### config.mk
export PLATFORM = sky130hd
export DESIGN_NAME = chtt_front
export DESIGN_NICKNAME = d
export VERILOG_FILES = /design/src/rtl/chtt_pkg.sv /design/src/rtl/chtt_front.sv
export SDC_FILE = /design/constraint.sdc
export NUM_CORES = 1
export LEC_CHECK = 0
export ABC_AREA = 1
export BUFFER_PORTS_ARGS = -buffer_cell sky130_fd_sc_hd__buf_2
export CAP_MARGIN = 15
export CORE_AREA = 2 2 105 107
export CTS_CLUSTER_DIAMETER = 50
export DETAILED_ROUTE_END_ITERATION = 8
export DIE_AREA = 0 0 107 109
export PLACE_DENSITY = 0.8
export REMOVE_ABC_BUFFERS = 1
export SLEW_MARGIN = 10
export SYNTH_ARGS = -nofsm -noshare
export SYNTH_HDL_FRONTEND = slang
export SYNTH_SLANG_ARGS = --single-unit
export TNS_END_PERCENT = 20
### constraint.sdc
create_clock -name clk -period 10.6 [get_ports clk]
set_clock_uncertainty 0.1 [all_clocks]
set_input_delay 1.06 -clock clk [delete_from_list [all_inputs] [get_ports clk]]
set_output_delay 1.06 -clock clk [all_outputs]
set_load 0.02 [all_outputs]
### src/rtl/chtt_pkg.sv
package chtt_pkg;

  localparam int TABLE_SLOTS = 1024;
  localparam int IDX_W = $clog2(TABLE_SLOTS);
  localparam logic [31:0] HASH_MUL_B = 32'd17;
  localparam logic [31:0] HASH_MUL_C = 32'd751;
  localparam logic [3:0] RESET_ROUNDS = 4'd5;
  localparam int QUEUE_DEPTH = 2;

  typedef enum logic [1:0] {
    CMD_PUT    = 2'd0,
    CMD_LOOKUP = 2'd1,
    CMD_TAKE   = 2'd2,
    CMD_NONE   = 2'd3
  } cmd_t;

  typedef enum logic [2:0] {
    ST_INSERTED  = 3'd0,
    ST_REPLACED  = 3'd1,
    ST_FOUND     = 3'd2,
    ST_NOT_FOUND = 3'd3,
    ST_DROPPED   = 3'd4
  } status_t;

  typedef enum logic [2:0] {
    BS_CLEAR,
    BS_IDLE,
    BS_READ,
    BS_CHECK,
    BS_DONE
  } back_state_t;

  // One classified word travelling from the front end to the back end.
  typedef struct packed {
    cmd_t        cmd;
    logic [31:0] key;
    logic [31:0] value;
    logic        owned;
  } job_t;

  typedef struct packed {
    status_t     status;
    logic [31:0] found_value;
    logic        found_owned;
    logic [31:0] dropped_key;
    logic [31:0] dropped_value;
  } result_t;

  // Candidate slot for hash 0, 1 or 2 of a key.
  function automatic logic [IDX_W-1:0] slot_of(input logic [31:0] key,
                                               input logic [1:0] which);
    logic [31:0] h;
    begin
      case (which)
        2'd1:    h = key * HASH_MUL_B;
        2'd2:    h = key * HASH_MUL_C;
        default: h = key;
      endcase
      slot_of = h[IDX_W-1:0];
    end
  endfunction

endpackage

### src/rtl/chtt_front.sv
module chtt_front
  import chtt_pkg::*;
(
  input  logic        clk,
  input  logic        rst_n,
  input  logic        in_valid,
  output logic        in_ready,
  input  logic [1:0]  in_command,
  input  logic [31:0] in_key,
  input  logic [31:0] in_value,
  input  logic        in_value_owned,
  output logic        job_valid,
  input  logic        job_ready,
  output job_t        job
);

  localparam int PTR_W = $clog2(QUEUE_DEPTH);

  job_t             q_r [QUEUE_DEPTH];
  logic [PTR_W-1:0] wp_r, rp_r;
  logic [PTR_W:0]   cnt_r;
  logic             push, pop;

  assign in_ready  = (cnt_r != QUEUE_DEPTH[PTR_W:0]);
  assign job_valid = (cnt_r != '0);
  assign job       = q_r[rp_r];
  assign push      = in_valid && in_ready;
  assign pop       = job_valid && job_ready;

  always_ff @(posedge clk) begin
    if (push) begin
      q_r[wp_r] <= '{cmd: cmd_t'(in_command), key: in_key, value: in_value,
                     owned: in_value_owned};
    end
    if (!rst_n) begin
      wp_r  <= '0;
      rp_r  <= '0;
      cnt_r <= '0;
    end else begin
      if (push) wp_r <= wp_r + 1'b1;
      if (pop)  rp_r <= rp_r + 1'b1;
      cnt_r <= cnt_r + {{PTR_W{1'b0}}, push} - {{PTR_W{1'b0}}, pop};
    end
  end

endmodule

### Word level (Yosys, flattened, before mapping)

Memory sizes are Yosys's and may differ from the RTL's. A register that Yosys moved wholly into a read port is not among the register bits.
Cells that the tools add are included.

| word-level totals | value |
|---|---|
| bits in read-only memories | 0 |
| logic and storage cells | 16 |
| register bits | 4 |
| bits in writable memories | 134 |
| bits in latches | 0 |
| input port bits | 71 |
| output and inout port bits | 69 |
| memories kept | 1 |

Memories:

| name | depth | width | rd ports | clocked after memory_dff | wr ports | line | RTL |
|---|---|---|---|---|---|---|---|
| q_r | 2 | 67 | 1 | 1 | 1 | chtt_front.sv:19 | `job_t q_r [QUEUE_DEPTH];` |

| cells by class | value |
|---|---|
| divide/modulo/power cells | 0 |
| multiply operators | 0 |
| shift operators | 0 |
| reductions and logical operators | 3 |
| magnitude comparators | 0 |
| muxes and demuxes | 4 |
| bitwise operators | 0 |
| add/sub/neg operators | 4 |
| equality and inequality tests | 1 |

Operator list:

| operator | count |
|---|---|
| two-way mux 1 bit | 4 |
| adder 1 bit, second input constant | 2 |
| adder 2 x 1 -> 2 bit | 1 |
| logical AND 1 bit | 2 |
| inequality test 2 bit, second input constant | 1 |
| nonzero test 2 bit | 1 |
| subtractor 2 x 1 -> 2 bit | 1 |

### Logic depth before layout (Yosys ltp)

Gate-level depths: netlist of the first run.

| depth | value |
|---|---|
| word-level depth | 4 |
| gate-level depth with buffers | 11 |
| mapped depth without buffers | 11 |

### Least setup slack after synthesis of the first run

Ideal clock, no wire load.

| timing | value |
|---|---|
| path type | input to register |
| from | input port in_valid |
| to | memory q_r[1][0] (netlist bit) (enable) |
| path slack | 5.965 ns |
| arrival | 4.041 ns |
| cell stages on the path | 2 |
| path buffers | 0 |
| setup time | 0.494 ns |
| required time | 10.006 ns |
| path through | nand2_1 -> nor2_1 |

| on the way | value |
|---|---|
| word-level cells in the longest chain between the ends | 3 |

RTL lines:

| what | line | RTL |
|---|---|---|
| from (decl) | chtt_front.sv:6 | `input logic in_valid,` |
| logical AND 1 bit | chtt_front.sv:27 | `assign push = in_valid && in_ready;` |
| two-way mux 1 bit | chtt_front.sv:31 | `if (push) begin` |
| two-way mux 1 bit (implied by the code) | chtt_front.sv:32 | `q_r[wp_r] <= '{cmd: cmd_t'(in_command), key: in_key, value: in_value,` |
| to (decl) | chtt_front.sv:19 |  |

No other way between the ends.

==> flow_summary.yaml, run 1 <==
status:
  status: "complete, no violations"
clock_network:
  cts_tree: "yes"
  insertion_delay_ns: 0.51
  cts_resized: 0
  cts_max_level: 4
  cts_hold_repair.buffers: 0
  cts_buffers: 17
  clockRootBuffer: "clkbuf_8"
  cts_buffer_depth: 2
  cts.sinks: 139
  post_cts_buffers: 0
  clkTransAtPathRegs_ns: 0.06
worst_setup_path:
  crit_arrival_ns: 2.23
  crit_fanout: 67
  end_kind: "output pin"
  rrSetupSlack_ns: 8.04
  crit_required_ns: 9.44
  r2r_cells: 5
  worstPathCellList: "mux2_2 -> buf_2"
  start_kind: "register"
  critPathSlowestCell: "dfxtp_4"
  slowest_delay_ns: 1.01
  worstSetupPathType: "reg -> out"
placed_design:
  portBuffers: 139
  dp_hpwl_microns: 5730
  post_dp_cell_area_sq_um: 6030
  gp_congestion: 0.692
finish:
  drive_gt1_share_pct: 57.8
  area_growth_pct: 27.0
  utilization_pct: 62.0
  fin_area_sq_um: 6580
  final_nets: 469
  antennaDiodeCount: 0
floorplan:
  core-area_sq_um: 10600
  die_y_microns: 109
  num_rows: 38
  die_x_microns: 107
  die-area_sq_um: 11700
  ios: 140
  start_util_pct: 48.9
global_route:
  gr-total-overflow: 0
  grt_max_degree: 68
  grt_pass1_vias: 2873
  grt_antenna_before_repair: 0
  grt.total_usage_pct: 15.7
  grt_pass1_wl_microns: 13500
logic_synthesis:
  synth_edf_count: 134
  synth_flop_cell: "edfxtp_1"
  synth_top_cell_by_area: "edfxtp_1"
  syn_inst: 244
  ys_ff_latch: 139
  ys_seq_area_share_pct: 79.6
  netlist-cell-type-count: 14
  yosysMostFrequentCell: "edfxtp_1"
  async_flop_share_pct: 0
  yosys.area.top_type_share_pct: 77.7
  synthesis.area_sq_um: 5180
  ys.warnings.count: 0
  synth_area_per_cell_sq_um: 21.2
  yosys-top-cells-count: "134 x edfxtp_1, 37 x mux2_2, 30 x mux2_4"
  yosys-top-cells-area: "edfxtp_1 78%, mux2_4 8.7%, mux2_2 8.0%"
pwr:
  ir_worst_vdd_uv: 162
  finalPower_w: 0.00170
  powerDensity_nw_per_um2: 258
  p_leak_nw: 2.55
detailed_routing:
  drt_iter0_drc: 94
  vias: 2714
  ant_nets: 0
  dr.pass1.iters: 5
  drt-total-wl_microns: 8760
  wl_per_cell_microns: 15.9
  drc: 0
  viasPerCell: 4.93
sta:
  fin_crit_sh_pct: 32.0
  slew_viol_final: 0
  tightest_slew_ns: 1.07
  tns_ns: 0
  min_period_ns: 3.39
  max_freq_mhz: 295
  setup_viol: 0
  slew_headroom_pct: 28.3
  grt_setup_unrepaired: "false"
  final-hold-violation-count: 0
job:
  cap_violations: 0
worst_hold_path:
  worstHoldPathType: "reg -> reg"
  holdPathStages: 2
-- layout make-up --
class,count,area (sq um)
fillers,797,4030
clock buffers,24,450
repair buffers,141,711
well taps,140,175
multi-input cells,91,988
clock inverters,8,97.6
flip-flops and latches,139,4130
inverters,7,26.3
-- cell families after synthesis --
kind of cell / synth area share (%)
xor gates and xnor gates: 0.169
adders and majority gates: 0.242
buffers and inverters: 1.59
DFF: 79.6
muxes: 16.7
AOI/OAI and AO/OA: 0.0965
and+or+nand+nor: 1.55
-- worst max-delay path: cells and delay by family (launching register included) --
kind,cells,cell delay (ns)
flops,1,1.01
buf+inv,1,0.17
mux,1,0.45
-- flip-flops by register name, indices dropped and copies added, names as in the netlist, named ones only --
signal and cells:
rp_r 1, wp_r 1, q_r 134, cnt_r 2
-- final timing paths --
| path | startpoint | to |
|---|---|---|
| hold reg to reg | rp_r | register |
| setup / recovery | register | job[22] |
| hold / removal | rp_r | register |
| setup reg to reg | cnt_r[0] | q_r[1][28] |
-- placed cells by master (no fill, tap or decap) --
master      count
buf_4           2
xnor2_1         1
nor2_1          7
clkbuf_1        6
mux2_2         37
clkinv_2        3
mux2_4         30
nand2_1        11
bufinv_16       2
clkinvlp_4      3
dfxtp_4         1
edfxtp_1      134
buf_2         139
inv_1           7
clkbuf_16      16
nand3_1         1
clkbuf_8        2
dfxtp_1         4
nor2_4          2
ha_1            1
a21oi_1         1
-- routing by layer --
metal  GRT usage, %  vias to the layer above  wire length, microns
met2           27.2                       99                  4630
met3           6.04                       18                   587
li1               -                     1249                     -
met4           6.77                        0                   172
met5              0                        -                     0
met1           17.3                     1348                  3370
-- power breakdown --
| group | internal, W | switching, W |
|---|---|---|
| sequential | 0.000699 | 0.0000553 |
| combinational | 0.000178 | 0.000226 |
| clock | 0.000339 | 0.000201 |
| total | 0.00122 | 0.000482 |
-- through the flow --
stage	setup WS (ns)	hold slack, ns	instances
finish	7.21	0.410	550
global route	7.14	0.461	550
CTS	7.20	0.412	550
detailed placement	7.38	0.389	518
global placement	7.44	0.378	518
floorplan	5.97	0.367	237
Power figures use the tool's default switching activity.
==> run 2: changes to the inputs <==
Clock period 10.6 ns to 3.35 ns, I/O delays scaled along.
==> run 2 against run 1 <==
Global-route usage rose by 1.3 points; via count rose by 8.5%; sequential cell count did not move; critical path depth rose by 1; largest cell class unchanged; wire length rose by 11%; register-to-register slack got worse by 6.5 ns.
==> flow_summary.yaml, run 2 (synthesis gave the netlist of run 1 again) <==
placed_design:
  post-place-ws_ns: 1.33
  portBuffers: 139
  gp_congestion: 0.698
  dp_hpwl_microns: 5790
  place_inst: 521
clock_network:
  clockRootBuffer: "clkbuf_8"
  insertion_delay_ns: 0.50
  clkTransAtPathRegs_ns: 0.06
  post_cts_buffers: 0
  cts_max_level: 4
  cts_buffer_depth: 2
  cts_resized: 0
  cts.sinks: 139
  cts_buffers: 17
  cts_tree: "yes"
  cts_hold_repair.buffers: 68
worst_setup_path:
  critPathSlowestCell: "dfxtp_4"
  start_kind: "register"
  crit_fanout: 36
  worstPathCellList: "buf_12 -> mux2_2 -> buf_2"
  crit_family: "flip-flops"
  worstSetupPathType: "reg -> out"
  crit_required_ns: 2.91
  end_kind: "output pin"
  crit_arrival_ns: 2.09
  slowest_delay_ns: 0.72
  worst-path-buf-inv: 2
finish:
  fin_cells: 621
  utilization_pct: 69.6
  layout_commonest_cell: "buf_2"
  largest_reg_flops: 134
  fillers: 653
  drive_gt1_share_pct: 50.7
  antennaDiodeCount: 0
  reg_top3: "q_r: 134 flops, cnt_r: 2 flops"
  layout_common_cells: "139 x buf_2, 134 x edfxtp_1, 68 x dlygate4sd3_1"
  top_register: "q_r"
  area_growth_pct: 42.6
  final_nets: 540
sta:
  setup_viol: 0
  fin_crit_sh_pct: 75.3
  slew_viol_final: 0
  min_period_ns: 2.52
  final-hold-violation-count: 0
  worst_slack_ns: 0.827
  tns_ns: 0
  max_freq_mhz: 396
  slew_headroom_pct: 61.1
  grt_setup_unrepaired: "false"
  tightest_slew_ns: 0.584
floorplan:
  die_y_microns: 109
  core-area_sq_um: 10600
  die_x_microns: 107
  num_rows: 38
  die-area_sq_um: 11700
  start_util_pct: 48.9
  ios: 140
pwr:
  p_sw_share_pct: 27.6
  power.internal_w: 0.00411
  comb_power_share_pct: 24.9
  p_clk_share_pct: 33.9
  power.switching_w: 0.00157
  powerDensity_nw_per_um2: 768
  ir_worst_vdd_uv: 431
  finalPower_w: 0.00567
  p_leak_nw: 2.89
  power_frac_seq_pct: 41.2
global_route:
  grt_pass1_vias: 3070
  gr-total-overflow: 0
  grt_max_degree: 40
  grt_pass1_wl_microns: 14700
  grt_antenna_before_repair: 0
  grt.total_usage_pct: 17.0
detailed_routing:
  dr.pass1.iters: 4
  ant_nets: 0
  viasPerCell: 4.74
  vias: 2944
  drt-total-wl_microns: 9730
  drt_iter0_drc: 137
  drc: 0
  wl_per_cell_microns: 15.7
job:
  cap_violations: 0
worst_hold_path:
  worstHoldPathType: "in -> reg"
status:
  status: "complete, no violations"
-- run 2: changes by cell type in the layout (fill, tap and decap cells not counted), sizes merged --
| cell | previous run | this run |
|---|---|---|
| clkbuf | 24 | 22 |
| bufinv | 2 | 4 |
| buf | 141 | 144 |
| dlygate4sd3 | 0 | 68 |
-- run 2: worst paths after layout --
kind | from | to | slack, ns | cells past startpoint
setup / recovery | register | job[2] | 0.83 | 3
hold / removal | job_ready | register | 0.19 | 5
setup reg to reg | cnt_r[0] | q_r[0][36] | 1.54 | 5
hold reg to reg | rp_r | rp_r | 0.40 | 2
-- run 2: per-stage QoR --
step	hold slack, ns	instance area [sq um]
finish	0.188	7380
global route	0.228	7380
CTS	0.164	7380
detailed placement	0.394	6080
global placement	0.379	6080
floorplan	0.328	5120
-- run 2: layout make-up --
class / instances / area, sq um / area share (%)
Multi-Input combinational cell: 91 / 988 / 13.4
Clock inverter: 10 / 165 / 2.24
Sequential cell: 139 / 4130 / 55.9
Timing Repair Buffer: 212 / 1440 / 19.5
Inverter: 7 / 26.3 / 0.356
Clock buffer: 22 / 463 / 6.27
Tap cell: 140 / 175 / 2.37
-- run 2: worst reg2reg max path: stages, from the launching register on --
cell and delay (ns):
dfxtp_1 0.36, inv_1 0.05, nand2_1 0.07, nand2_1 0.21, nor2_4 0.15, buf_4 0.46
-- run 2: metal layers --
layer  vias to the layer above  GRT usage, %  share of wire, %
met3                        15          4.36               5.1
met1                      1432          19.0                40
li1                       1395             -                 -
met5                         -             0                 0
met4                         0          7.33               1.6
met2                       102          30.8                53
-- run 2: power groups by stage --
stage	Sequential (W)	Combinational [W]	Clock, W
floorplan	0.00239	0.000921	0
global placement	0.00236	0.00133	0
detailed placement	0.00237	0.00135	0
CTS	0.00234	0.00142	0.00196
global route	0.00236	0.00151	0.00203
finish	0.00234	0.00141	0.00192
